===== src/rtl/sfr_pkg.sv =====
`default_nettype none
package sfr_pkg;

  localparam int BYTE_W    = 8;
  localparam int HOLD_D    = 8;          // held bytes plus the incoming byte
  localparam int HOLD_IW   = $clog2(HOLD_D);
  localparam int CNT_W     = HOLD_IW + 1;
  localparam int WORD_W    = 64;
  localparam int LEN_W     = 4;
  localparam int CFG_IDX_W = 3;
  localparam int TDATA_W   = 8;

  localparam logic [CNT_W-1:0] MAX_PATTERN     = CNT_W'(8);
  localparam logic [CNT_W-1:0] MAX_REPLACEMENT = CNT_W'(8);

  // configuration register indexes
  localparam logic [CFG_IDX_W-1:0] CFG_PAT_BYTES = CFG_IDX_W'(0);
  localparam logic [CFG_IDX_W-1:0] CFG_PAT_LEN   = CFG_IDX_W'(1);
  localparam logic [CFG_IDX_W-1:0] CFG_REP_BYTES = CFG_IDX_W'(2);
  localparam logic [CFG_IDX_W-1:0] CFG_REP_LEN   = CFG_IDX_W'(3);

  typedef struct packed {
    logic load;         // append the accepted byte to the hold buffer
    logic pop;          // emit the front held byte and shift
    logic emit_repl;    // emit replacement byte at the current index
    logic emit_marker;  // emit an empty end marker
    logic out_last;     // tlast for the byte being emitted
    logic clear_cnt;    // drop everything held (after a match)
    logic k_inc;        // advance the replacement index
  } cmd_t;

  typedef struct packed {
    logic match;        // held bytes equal the full pattern
    logic front_ok;     // held bytes are a proper pattern prefix
    logic cnt_one;      // exactly one byte held
    logic repl_zero;    // replacement is empty
    logic k_last;       // replacement index on its final byte
    logic out_free;     // output register can take a byte this cycle
    logic item_last;    // the current transaction closes the stream
  } sts_t;

endpackage
`default_nettype wire


===== src/rtl/sfr_datapath.sv =====
`default_nettype none
module sfr_datapath (
  input  wire                              clk,
  input  wire                              rst_n,
  input  wire                              cfg_we,
  input  wire  [sfr_pkg::CFG_IDX_W-1:0]    cfg_index,
  input  wire  [sfr_pkg::WORD_W-1:0]       cfg_wdata,
  input  wire  [sfr_pkg::BYTE_W-1:0]       in_byte,
  input  wire                              in_last,
  input  wire  sfr_pkg::cmd_t              cmd,
  output sfr_pkg::sts_t                    sts,
  output logic                             out_valid,
  input  wire                              out_ready,
  output logic [sfr_pkg::BYTE_W-1:0]       out_byte,
  output logic                             out_has,
  output logic                             out_last
);

  logic [sfr_pkg::WORD_W-1:0] pat_r, rep_r;
  logic [sfr_pkg::LEN_W-1:0]  plen_r, rlen_r;

  logic [sfr_pkg::BYTE_W-1:0] hold_r [sfr_pkg::HOLD_D];
  logic [sfr_pkg::CNT_W-1:0]  cnt_r, cnt_nxt;
  logic [sfr_pkg::CNT_W-1:0]  k_r, k_nxt;
  logic                       last_r;

  logic                       out_valid_r;
  logic [sfr_pkg::BYTE_W-1:0] out_byte_r;
  logic                       out_has_r, out_last_r;

  logic [sfr_pkg::CNT_W-1:0]  eff_pl, eff_rl;
  logic [sfr_pkg::HOLD_D-1:0] eq_vec, in_use;
  logic                       prefix_ok;
  logic                       emit;
  logic [sfr_pkg::BYTE_W-1:0] rep_byte;

  always_ff @(posedge clk) begin
    if (!rst_n) begin
      pat_r  <= '0;
      plen_r <= sfr_pkg::LEN_W'(1);
      rep_r  <= '0;
      rlen_r <= '0;
    end else if (cfg_we) begin
      case (cfg_index)
        sfr_pkg::CFG_PAT_BYTES: pat_r  <= cfg_wdata;
        sfr_pkg::CFG_PAT_LEN:   plen_r <= cfg_wdata[sfr_pkg::LEN_W-1:0];
        sfr_pkg::CFG_REP_BYTES: rep_r  <= cfg_wdata;
        sfr_pkg::CFG_REP_LEN:   rlen_r <= cfg_wdata[sfr_pkg::LEN_W-1:0];
        default: ;
      endcase
    end
  end

  // out-of-range lengths clamp; a zero pattern length acts as one
  always_comb begin
    if (plen_r == '0)
      eff_pl = sfr_pkg::CNT_W'(1);
    else if (sfr_pkg::CNT_W'(plen_r) > sfr_pkg::MAX_PATTERN)
      eff_pl = sfr_pkg::MAX_PATTERN;
    else
      eff_pl = sfr_pkg::CNT_W'(plen_r);
    if (sfr_pkg::CNT_W'(rlen_r) > sfr_pkg::MAX_REPLACEMENT)
      eff_rl = sfr_pkg::MAX_REPLACEMENT;
    else
      eff_rl = sfr_pkg::CNT_W'(rlen_r);
  end

  always_comb begin
    for (int i = 0; i < sfr_pkg::HOLD_D; i++) begin
      eq_vec[i] = (hold_r[i] == pat_r[i*sfr_pkg::BYTE_W +: sfr_pkg::BYTE_W]);
      in_use[i] = (sfr_pkg::CNT_W'(i) < cnt_r);
    end
    prefix_ok = &(eq_vec | ~in_use);
  end

  assign rep_byte = rep_r[{k_r[sfr_pkg::HOLD_IW-1:0], 3'b000} +: sfr_pkg::BYTE_W];

  always_comb begin
    sts.match     = (cnt_r == eff_pl) && prefix_ok;
    sts.front_ok  = (cnt_r < eff_pl) && prefix_ok;
    sts.cnt_one   = (cnt_r == sfr_pkg::CNT_W'(1));
    sts.repl_zero = (eff_rl == '0);
    sts.k_last    = (k_r == eff_rl - sfr_pkg::CNT_W'(1));
    sts.out_free  = !out_valid_r || out_ready;
    sts.item_last = last_r;
  end

  always_comb begin
    cnt_nxt = cnt_r;
    if (cmd.load)
      cnt_nxt = cnt_r + sfr_pkg::CNT_W'(1);
    else if (cmd.clear_cnt)
      cnt_nxt = '0;
    else if (cmd.pop)
      cnt_nxt = cnt_r - sfr_pkg::CNT_W'(1);
    k_nxt = k_r;
    if (cmd.load)
      k_nxt = '0;
    else if (cmd.k_inc)
      k_nxt = k_r + sfr_pkg::CNT_W'(1);
  end

  always_ff @(posedge clk) begin
    if (!rst_n) begin
      cnt_r <= '0;
      k_r   <= '0;
    end else begin
      cnt_r <= cnt_nxt;
      k_r   <= k_nxt;
    end
  end

  always_ff @(posedge clk) begin
    if (cmd.load) begin
      hold_r[cnt_r[sfr_pkg::HOLD_IW-1:0]] <= in_byte;
      last_r <= in_last;
    end else if (cmd.pop) begin
      for (int i = 0; i < sfr_pkg::HOLD_D - 1; i++)
        hold_r[i] <= hold_r[i+1];
    end
  end

  assign emit = cmd.pop || cmd.emit_repl || cmd.emit_marker;

  always_ff @(posedge clk) begin
    if (!rst_n)
      out_valid_r <= 1'b0;
    else if (emit)
      out_valid_r <= 1'b1;
    else if (out_ready)
      out_valid_r <= 1'b0;
  end

  always_ff @(posedge clk) begin
    if (emit) begin
      if (cmd.pop)
        out_byte_r <= hold_r[0];
      else if (cmd.emit_repl)
        out_byte_r <= rep_byte;
      else
        out_byte_r <= '0;
      out_has_r  <= !cmd.emit_marker;
      out_last_r <= cmd.out_last;
    end
  end

  assign out_valid = out_valid_r;
  assign out_byte  = out_byte_r;
  assign out_has   = out_has_r;
  assign out_last  = out_last_r;

endmodule
`default_nettype wire


===== src/rtl/sfr_ctrl.sv =====
`default_nettype none
module sfr_ctrl (
  input  wire                clk,
  input  wire                rst_n,
  input  wire                in_valid,
  output logic               in_ready,
  input  wire sfr_pkg::sts_t sts,
  output sfr_pkg::cmd_t      cmd
);

  localparam logic [1:0] ST_IDLE = 2'd0;
  localparam logic [1:0] ST_EVAL = 2'd1;
  localparam logic [1:0] ST_SCAN = 2'd2;
  localparam logic [1:0] ST_REPL = 2'd3;

  logic [1:0] state_r, state_nxt;

  assign in_ready = (state_r == ST_IDLE);

  always_comb begin
    state_nxt = state_r;
    cmd       = '0;
    case (state_r)
      ST_IDLE: begin
        if (in_valid) begin
          cmd.load  = 1'b1;
          state_nxt = ST_EVAL;
        end
      end
      ST_EVAL: begin
        if (!sts.match) begin
          state_nxt = ST_SCAN;
        end else if (!sts.repl_zero) begin
          cmd.clear_cnt = 1'b1;
          state_nxt     = ST_REPL;
        end else if (!sts.item_last) begin
          cmd.clear_cnt = 1'b1;
          state_nxt     = ST_IDLE;
        end else if (sts.out_free) begin
          // deleted match closes the stream: only an end marker remains
          cmd.clear_cnt   = 1'b1;
          cmd.emit_marker = 1'b1;
          cmd.out_last    = 1'b1;
          state_nxt       = ST_IDLE;
        end
      end
      ST_REPL: begin
        if (sts.out_free) begin
          cmd.emit_repl = 1'b1;
          cmd.k_inc     = 1'b1;
          cmd.out_last  = sts.item_last && sts.k_last;
          if (sts.k_last)
            state_nxt = ST_IDLE;
        end
      end
      ST_SCAN: begin
        // release from the front until the rest could still start a match;
        // on the final transaction release everything
        if (!sts.item_last && sts.front_ok) begin
          state_nxt = ST_IDLE;
        end else if (sts.out_free) begin
          cmd.pop      = 1'b1;
          cmd.out_last = sts.item_last && sts.cnt_one;
          if (sts.item_last && sts.cnt_one)
            state_nxt = ST_IDLE;
        end
      end
      default: state_nxt = ST_IDLE;
    endcase
  end

  always_ff @(posedge clk) begin
    if (!rst_n)
      state_r <= ST_IDLE;
    else
      state_r <= state_nxt;
  end

endmodule
`default_nettype wire


===== src/rtl/stream_find_replace_unit.sv =====
`default_nettype none
// Streaming find-and-replace: each input byte is appended to a small hold
// buffer; a full pattern match emits the replacement (0..8 bytes), otherwise
// bytes are released from the front until the remainder is a proper pattern
// prefix. The transaction with in_tlast flushes everything held and marks the
// final output with out_tlast; if that leaves nothing to send, one empty byte
// with out_tuser low carries the end. One input byte is worked at a time: the
// next is taken only when the controller is back in idle. Released and
// replacement bytes go one per cycle into the single output register while
// that register is free; output stalls hold them. Configuration writes belong
// between streams.
module stream_find_replace_unit (
  input  wire                              clk,
  input  wire                              rst_n,
  input  wire                              cfg_we,
  input  wire  [sfr_pkg::CFG_IDX_W-1:0]    cfg_index,
  input  wire  [sfr_pkg::WORD_W-1:0]       cfg_wdata,
  input  wire                              in_tvalid,
  output logic                             in_tready,
  input  wire  [sfr_pkg::TDATA_W-1:0]      in_tdata,   // [7:0] in_byte
  input  wire                              in_tlast,
  output logic                             out_tvalid,
  input  wire                              out_tready,
  output logic [sfr_pkg::TDATA_W-1:0]      out_tdata,  // [7:0] out_byte
  output logic                             out_tuser,  // [0] has_byte
  output logic                             out_tlast
);

  sfr_pkg::cmd_t cmd;
  sfr_pkg::sts_t sts;

  sfr_ctrl u_ctrl (
    .clk      (clk),
    .rst_n    (rst_n),
    .in_valid (in_tvalid),
    .in_ready (in_tready),
    .sts      (sts),
    .cmd      (cmd)
  );

  sfr_datapath u_dp (
    .clk       (clk),
    .rst_n     (rst_n),
    .cfg_we    (cfg_we),
    .cfg_index (cfg_index),
    .cfg_wdata (cfg_wdata),
    .in_byte   (in_tdata[sfr_pkg::BYTE_W-1:0]),
    .in_last   (in_tlast),
    .cmd       (cmd),
    .sts       (sts),
    .out_valid (out_tvalid),
    .out_ready (out_tready),
    .out_byte  (out_tdata),
    .out_has   (out_tuser),
    .out_last  (out_tlast)
  );

  a_one_at_a_time: assert property (@(posedge clk) disable iff (!rst_n)
    (in_tvalid && in_tready) |=> !in_tready)
    else $error("new transaction taken while one is in work");

  a_marker_closes: assert property (@(posedge clk) disable iff (!rst_n)
    (out_tvalid && !out_tuser) |-> (out_tlast && out_tdata == '0))
    else $error("empty marker not at end of stream");

  a_no_emit_idle: assert property (@(posedge clk) disable iff (!rst_n)
    in_tready |-> !(cmd.pop || cmd.emit_repl || cmd.emit_marker))
    else $error("output written while idle");

endmodule
`default_nettype wire


===== config.mk =====
export PLATFORM = sky130hd
export DESIGN_NAME = stream_find_replace_unit
export DESIGN_NICKNAME = d
export VERILOG_FILES = /design/src/rtl/sfr_pkg.sv /design/src/rtl/sfr_datapath.sv /design/src/rtl/sfr_ctrl.sv /design/src/rtl/stream_find_replace_unit.sv
export SDC_FILE = /design/constraint.sdc
export NUM_CORES = 1
export LEC_CHECK = 0
export ABC_AREA = 1
export ABC_CLOCK_PERIOD_IN_PS = 7800
export BUFFER_PORTS_ARGS = -buffer_cell sky130_fd_sc_hd__buf_2
export CORE_MARGIN = 8
export CORE_UTILIZATION = 50
export CTS_CLUSTER_SIZE = 10
export DETAILED_ROUTE_END_ITERATION = 12
export PLACE_DENSITY = 0.69
export REMOVE_ABC_BUFFERS = 1
export SYNTH_ARGS = -nofsm -noshare
export SYNTH_HDL_FRONTEND = slang
export SYNTH_HIERARCHICAL = 1
export SYNTH_SLANG_ARGS = --single-unit

===== constraint.sdc =====
create_clock -name clk -period 7.8 [get_ports clk]
set_input_delay 0.78 -clock clk [delete_from_list [all_inputs] [get_ports clk]]
set_output_delay 0.78 -clock clk [all_outputs]
set_load 0.1 [all_outputs]

# --- Word-level counts from Yosys, hierarchy flattened ---
# Memory sizes are Yosys's and may differ from the RTL's.
# Cells that the tools add are included.
totals:
  ff_bits: 158
  latch_bits: 0
  mem_bits_rw: 64
  rom_bits: 0
  inputBits: 81
  out_inout_bits: 12
  n_memories: 1
op_classes:
  addsub: 4
  multipliers: 0
  n_div: 0
  n_lt_le_gt_ge: 11
  eq_ne: 23
  n_shift: 1
  muxes: 47
  n_bitwise: 3
  reduce_logical: 25
memory_table:
  columns: ["name", "depth", "width", "rd", "rd_ports_with_merged_regs", "wr", "line", "source"]
  rows:
  - ["u_dp.hold_r", 8, 8, 8, 0, 7, "sfr_datapath.sv:22", "logic [sfr_pkg::BYTE_W-1:0] hold_r [sfr_pkg::HOLD_D];"]
ops:
  columns: ["cell", "count"]
  rows:
  - ["== test 8 bit", 8]
  - ["variable part select 64 x 7 -> 8 bit", 1]
  - ["two-way mux 2 bit", 12]
  - ["two-way mux 4 bit", 6]
  - ["two-way mux 8 bit", 3]
  - ["two-way mux 1 bit", 21]
  - ["less-than comparator 3 x 4 -> 1 bit (first input constant)", 4]
  - ["two-way mux 3 bit", 3]
  - ["adder 4 x 1 -> 4 bit (second input constant)", 2]
  - ["== test 4 bit", 2]
  - ["greater-than comparator 4 bit (second input constant)", 2]
  - ["zero test 4 bit", 2]
  - ["less-than comparator 1 x 4 -> 1 bit (first input constant)", 2]
  - ["less-than comparator 2 x 4 -> 1 bit (first input constant)", 2]
  - ["NOT 8 bit", 1]
  - ["bitwise OR 8 bit", 1]
  - ["case mux 2 bit (4 select lines)", 1]
  - ["AND reduction 2 bit", 4]
  - ["AND reduction 8 bit", 1]
  - ["OR reduction 8 bit", 1]
  - ["subtractor 4 x 1 -> 4 bit (second input constant)", 2]
  - ["== test 3 x 2 -> 1 bit (second input constant)", 2]
  - ["AND reduction 6 bit", 1]
  - ["logical AND 1 bit", 5]
  - ["19 further kinds", 25]

# --- Longest topological paths before layout ---
logic_depth:
  depth_word: 13
  mapped_depth: 23
  ltp_nobuf: 22

# --- Hierarchy ---
# Netlist, hierarchy kept.
modules_own_cells:
  columns: ["mod", "n_inst", "cells_each", "area_per_inst_um2"]
  rows:
  - ["sfr_datapath", 1, 1211, 9841.9]
  - ["sfr_ctrl", 1, 51, 271.5]

# --- Least setup slack after synthesis ---
# OpenSTA, ideal clock, no wires.
synth_timing:
  path_kind: "reg-to-reg"
  from: "register u_dp/cnt_r[0] in the netlist's numbering"
  to: "memory u_dp/hold_r[5][0] in the netlist's numbering (enable)"
  arrival_time_ps: 2604
  required_time_ps: 7417
  path_slack_ps: 4812
  path_stages_with_launch: 19
  n_path_buf: 1
  path_cell_list: "dfxtp_1 -> inv_1 -> ha_1 -> o21ai_0 -> nand2_1 -> nand2_1 -> nor2_1 -> nand2_1 -> nor2_1 -> nand2_1 -> nand2_1 -> nor2_1 -> inv_1 -> nor2_4 -> inv_1 -> buf_2 -> o21ai_0 -> inv_1 -> nor3_1"
synth_rtl:
  columns: ["item", "line", "source"]
  rows:
  - ["start, declared", "sfr_datapath.sv:23", "logic [sfr_pkg::CNT_W-1:0] cnt_r, cnt_nxt;"]
  - ["start signal, assigned", "sfr_datapath.sv:108", "cnt_r <= cnt_nxt;"]
  - ["end, declared", "sfr_datapath.sv:22", null]

==> impl_metrics.csv <==
group,metric,value,unit
run_status,outcome,"finished, final reports clean",
routing,vias,8393,
synthesis,yosysWarningCount,6,
floorplan,initial_cell_density_of_the_core,0.505,
clock_network,numCtsBuffers,26,
placement,placed_cell_area,10700,sq um
global_route,grt_pass1_vias,8114,
global_route,global_route.overflow_total,0,
timing,period_minus_slack,4380,ps
floorplan,core_area,20000,sq um
timing,hold_violations,0,
hold_path,hold_class,"input port to register",
hold_path,hold_path_startpoint,"in_tlast",
final_layout,area_growth_from_synthesis_to_layout,13.3,%
setup_path,critPathCaptureType,"register",
timing,setup_viol,0,
setup_path,worst-r2r-cell-count,17,
clock_network,cts.sink_count,222,
final_layout,layout.nets,1421,
routing,via_per_inst,5.19,
synthesis,synth.yosys.seq_area_share,0.514,
global_route,initial_antenna_violation_count,0,
final_layout,num_antenna_cells,0,
floorplan,die_outline_height,158,microns
synthesis,synth_top_cells_by_area,"dfxtp_1 (29%), edfxtp_1 (22%), o21ai_0 (9.2%)",
clock_network,cts-htree-levels,1,
clock_network,ctsHoldBuffers,0,
timing,tightest_slew,1160,ps
synthesis,synth_cell_types,31,
synthesis,synth_seq_cells,222,
timing,fin_worst_skew,7.54,ps
power_and_ir_drop,worst_vdd_drop,0.164,mV
setup_path,worstReg2RegEnd,"u_dp/hold_r[5][2]",
routing,drt_iter0_markers,596,
setup_path,worst-endpoint-arrival,4520,ps
clock_network,clock_path_buffers,3,
hold_path,min_to,"u_dp/last_r",
clock_network,clkTransAtPathRegs,60,ps
timing,final_count_of_pins_violating_max_slew,0,
timing,fmaxAchievable,228,MHz
setup_path,rr_startpoint,"u_dp/cnt_r[0]",
floorplan,fp.dieW,158,microns
power_and_ir_drop,power.density,302,nW/um^2
global_route,grt_pass1_wl,41600,microns
floorplan,die_outline_area,25000,sq um
setup_path,path_max_fanout,20,
setup_path,rrSetupSlack,3420,ps
clock_network,cts-resized-gates,0,
hold_path,holdPathStages,1,
job,cap_violations,0,
synthesis,synth_area_leader_cell,"dfxtp_1",
placement,routabilityCongestion,0.896,
floorplan,rows,52,
power_and_ir_drop,cellLeakagePower,4.69,nW
routing,post_drt_antenna_nets,0,
clock_network,cts_setup_buffers,0,
synthesis,post_synth_instance_area,10100,sq um
routing,drtPass1Iterations,5,
timing,grt_setup_unrepaired,"false",
setup_path,critical_path.startpoint_type,"register",
placement,detailedPlacementHpwl,17600,microns
clock_network,cts.root.buffer_cell,"clkbuf_16",
final_layout,drive_above_1_share,0.108,
timing,timing.setup.tns,0,ps
setup_path,critPathRequiredTime,7940,ps
synthesis,yosysTopAreaCellShare,0.291,
clock_network,cts_tree,"built",
synthesis,syn-mean-instance-area,8.01,sq um
placement,buffer_ports.inserted,92,
clock_network,clkLatencyLatePin,520,ps
routing,wl_per_cell,16.1,microns
synthesis,syn-instance-count,1262,
global_route,global_route.usage.total,0.209,
routing,route.detailed.drc,0,
timing,timing.max_slew.rel_slack,0.223,
floorplan,ios,93,
final_layout,post-route-cell-area,11500,sq um
setup_path,critPathKind,"register to register",
timing,min_period_over_period,0.562,
routing,wirelength,26100,microns
global_route,grt_max_degree,81,
-- how the worst max path moves through the flow --
stage | start | endpoint | slack (ps) | cells after the start
floorplan | u_dp/cnt_r[0] | u_dp/hold_r[5][0] | 3770 | 17
global placement | u_dp/cnt_r[0] | u_dp/hold_r[5][6] | 3700 | 17
detailed placement | u_dp/cnt_r[0] | u_dp/hold_r[5][4] | 3530 | 17
CTS | u_dp/cnt_r[0] | u_dp/hold_r[5][1] | 3510 | 17
global route | u_dp/cnt_r[0] | u_dp/hold_r[5][0] | 3070 | 17
finish | u_dp/cnt_r[0] | u_dp/hold_r[5][2] | 3420 | 17
-- routing by layer --
layer	up-vias	part of all wire	global-route usage
li1	4225	-	-
met4	0	0.031	0.0674
met1	3863	0.45	0.278
met5	-	0	0
met3	44	0.058	0.0339
met2	261	0.46	0.342
-- critical path: stages, from the launching register on --
cell and delay (ps):
dfxtp_1 460, inv_1 180, ha_1 240, o21ai_0 180
nand2_1 80, nand2_1 60, nor2_1 40, nand2_1 80
nor2_1 50, nand2_1 90, nand2_1 50, nor2_1 740
inv_1 180, nor2_4 130, inv_1 290, o21ai_0 180
inv_1 70, nor3_1 880
-- registers in the layout (all words and copies together), names as in the netlist, 2 cells and up --
signal and flops:
u_dp/hold_r 64, u_dp/cnt_r 4, u_dp/k_r 4, u_dp/plen_r 4, u_dp/out_byte 8, u_dp/pat_r 64, u_dp/rep_r 64, u_dp/rlen_r 4
u_ctrl/state_r 2
-- stage by stage --
step,hold WS (ps),std cells,worst slack [ps],utilization,power [mW]
global route,432,1618,3070,0.572,3.64
detailed placement,451,1571,3530,0.534,2.39
finish,435,1618,3420,0.572,3.46
CTS,425,1618,3510,0.572,3.47
floorplan,429,1197,3770,-,2.15
global placement,442,1571,3700,0.534,2.38
-- area by class of cell --
cell class | instances | area, sq um
clock inverter | 1 | 16.3
fill | 1918 | 8580
tap | 270 | 338
multi-input combinational | 847 | 4140
clock buffer | 46 | 736
sequential | 222 | 5190
timing repair buffer | 104 | 553
inverter | 128 | 480
-- cell usage after synthesis --
master	instances
nand3_2	2
clkinv_1	2
buf_1	2
buf_2	14
buf_4	2
o22ai_1	7
xnor2_1	59
nor3b_1	1
a211oi_1	1
nor2_2	4
dfxtp_1	147
nor2_1	210
nand2_1	235
inv_1	122
xor2_1	4
nor4_1	2
nand3_1	8
a21oi_1	84
clkbuf_1	41
nor2_4	1
a311oi_1	1
nor3_4	2
o21ai_0	186
edfxtp_1	75
nor3_1	9
a31oi_1	2
o221ai_1	9
o211ai_1	9
ha_1	11
inv_2	4
buf_6	6
-- kinds of logic (layout without fill, tap and decap cells) --
kind of cell	Yosys count	in the layout	share of synthesized area
AND/OR/NAND/NOR	474	474	0.184
flip-flops	222	222	0.514
AO/OA/AOI/OAI	299	299	0.155
adder cells (fa/ha/maj)	11	11	0.0136
XOR/XNOR	63	63	0.0546
buffers and inverters	193	279	0.0786
-- layout by cell type (no fill, tap or decap), types with 7 or more instances in the layout --
cell         n
o221ai_1     9
o22ai_1      7
buf_4       13
edfxtp_1    75
o21ai_0    186
nor2_1     210
a21oi_1     84
clkbuf_16   26
clkbuf_1    19
nand3_1      7
buf_2       91
nand2_1    235
xnor2_1     59
o211ai_1     9
inv_1      122
ha_1        11
dfxtp_1    147
nor3_1       9
-- where the power goes --
part	internal (mW)	total, mW	leakage, nW	switching, mW
sequential	1.40	1.51	1.88	0.105
clock	0.633	1.08	0.357	0.451
combinational	0.244	0.866	2.45	0.622
total	2.28	3.46	4.69	1.18
Power figures use the tool's default switching activity.
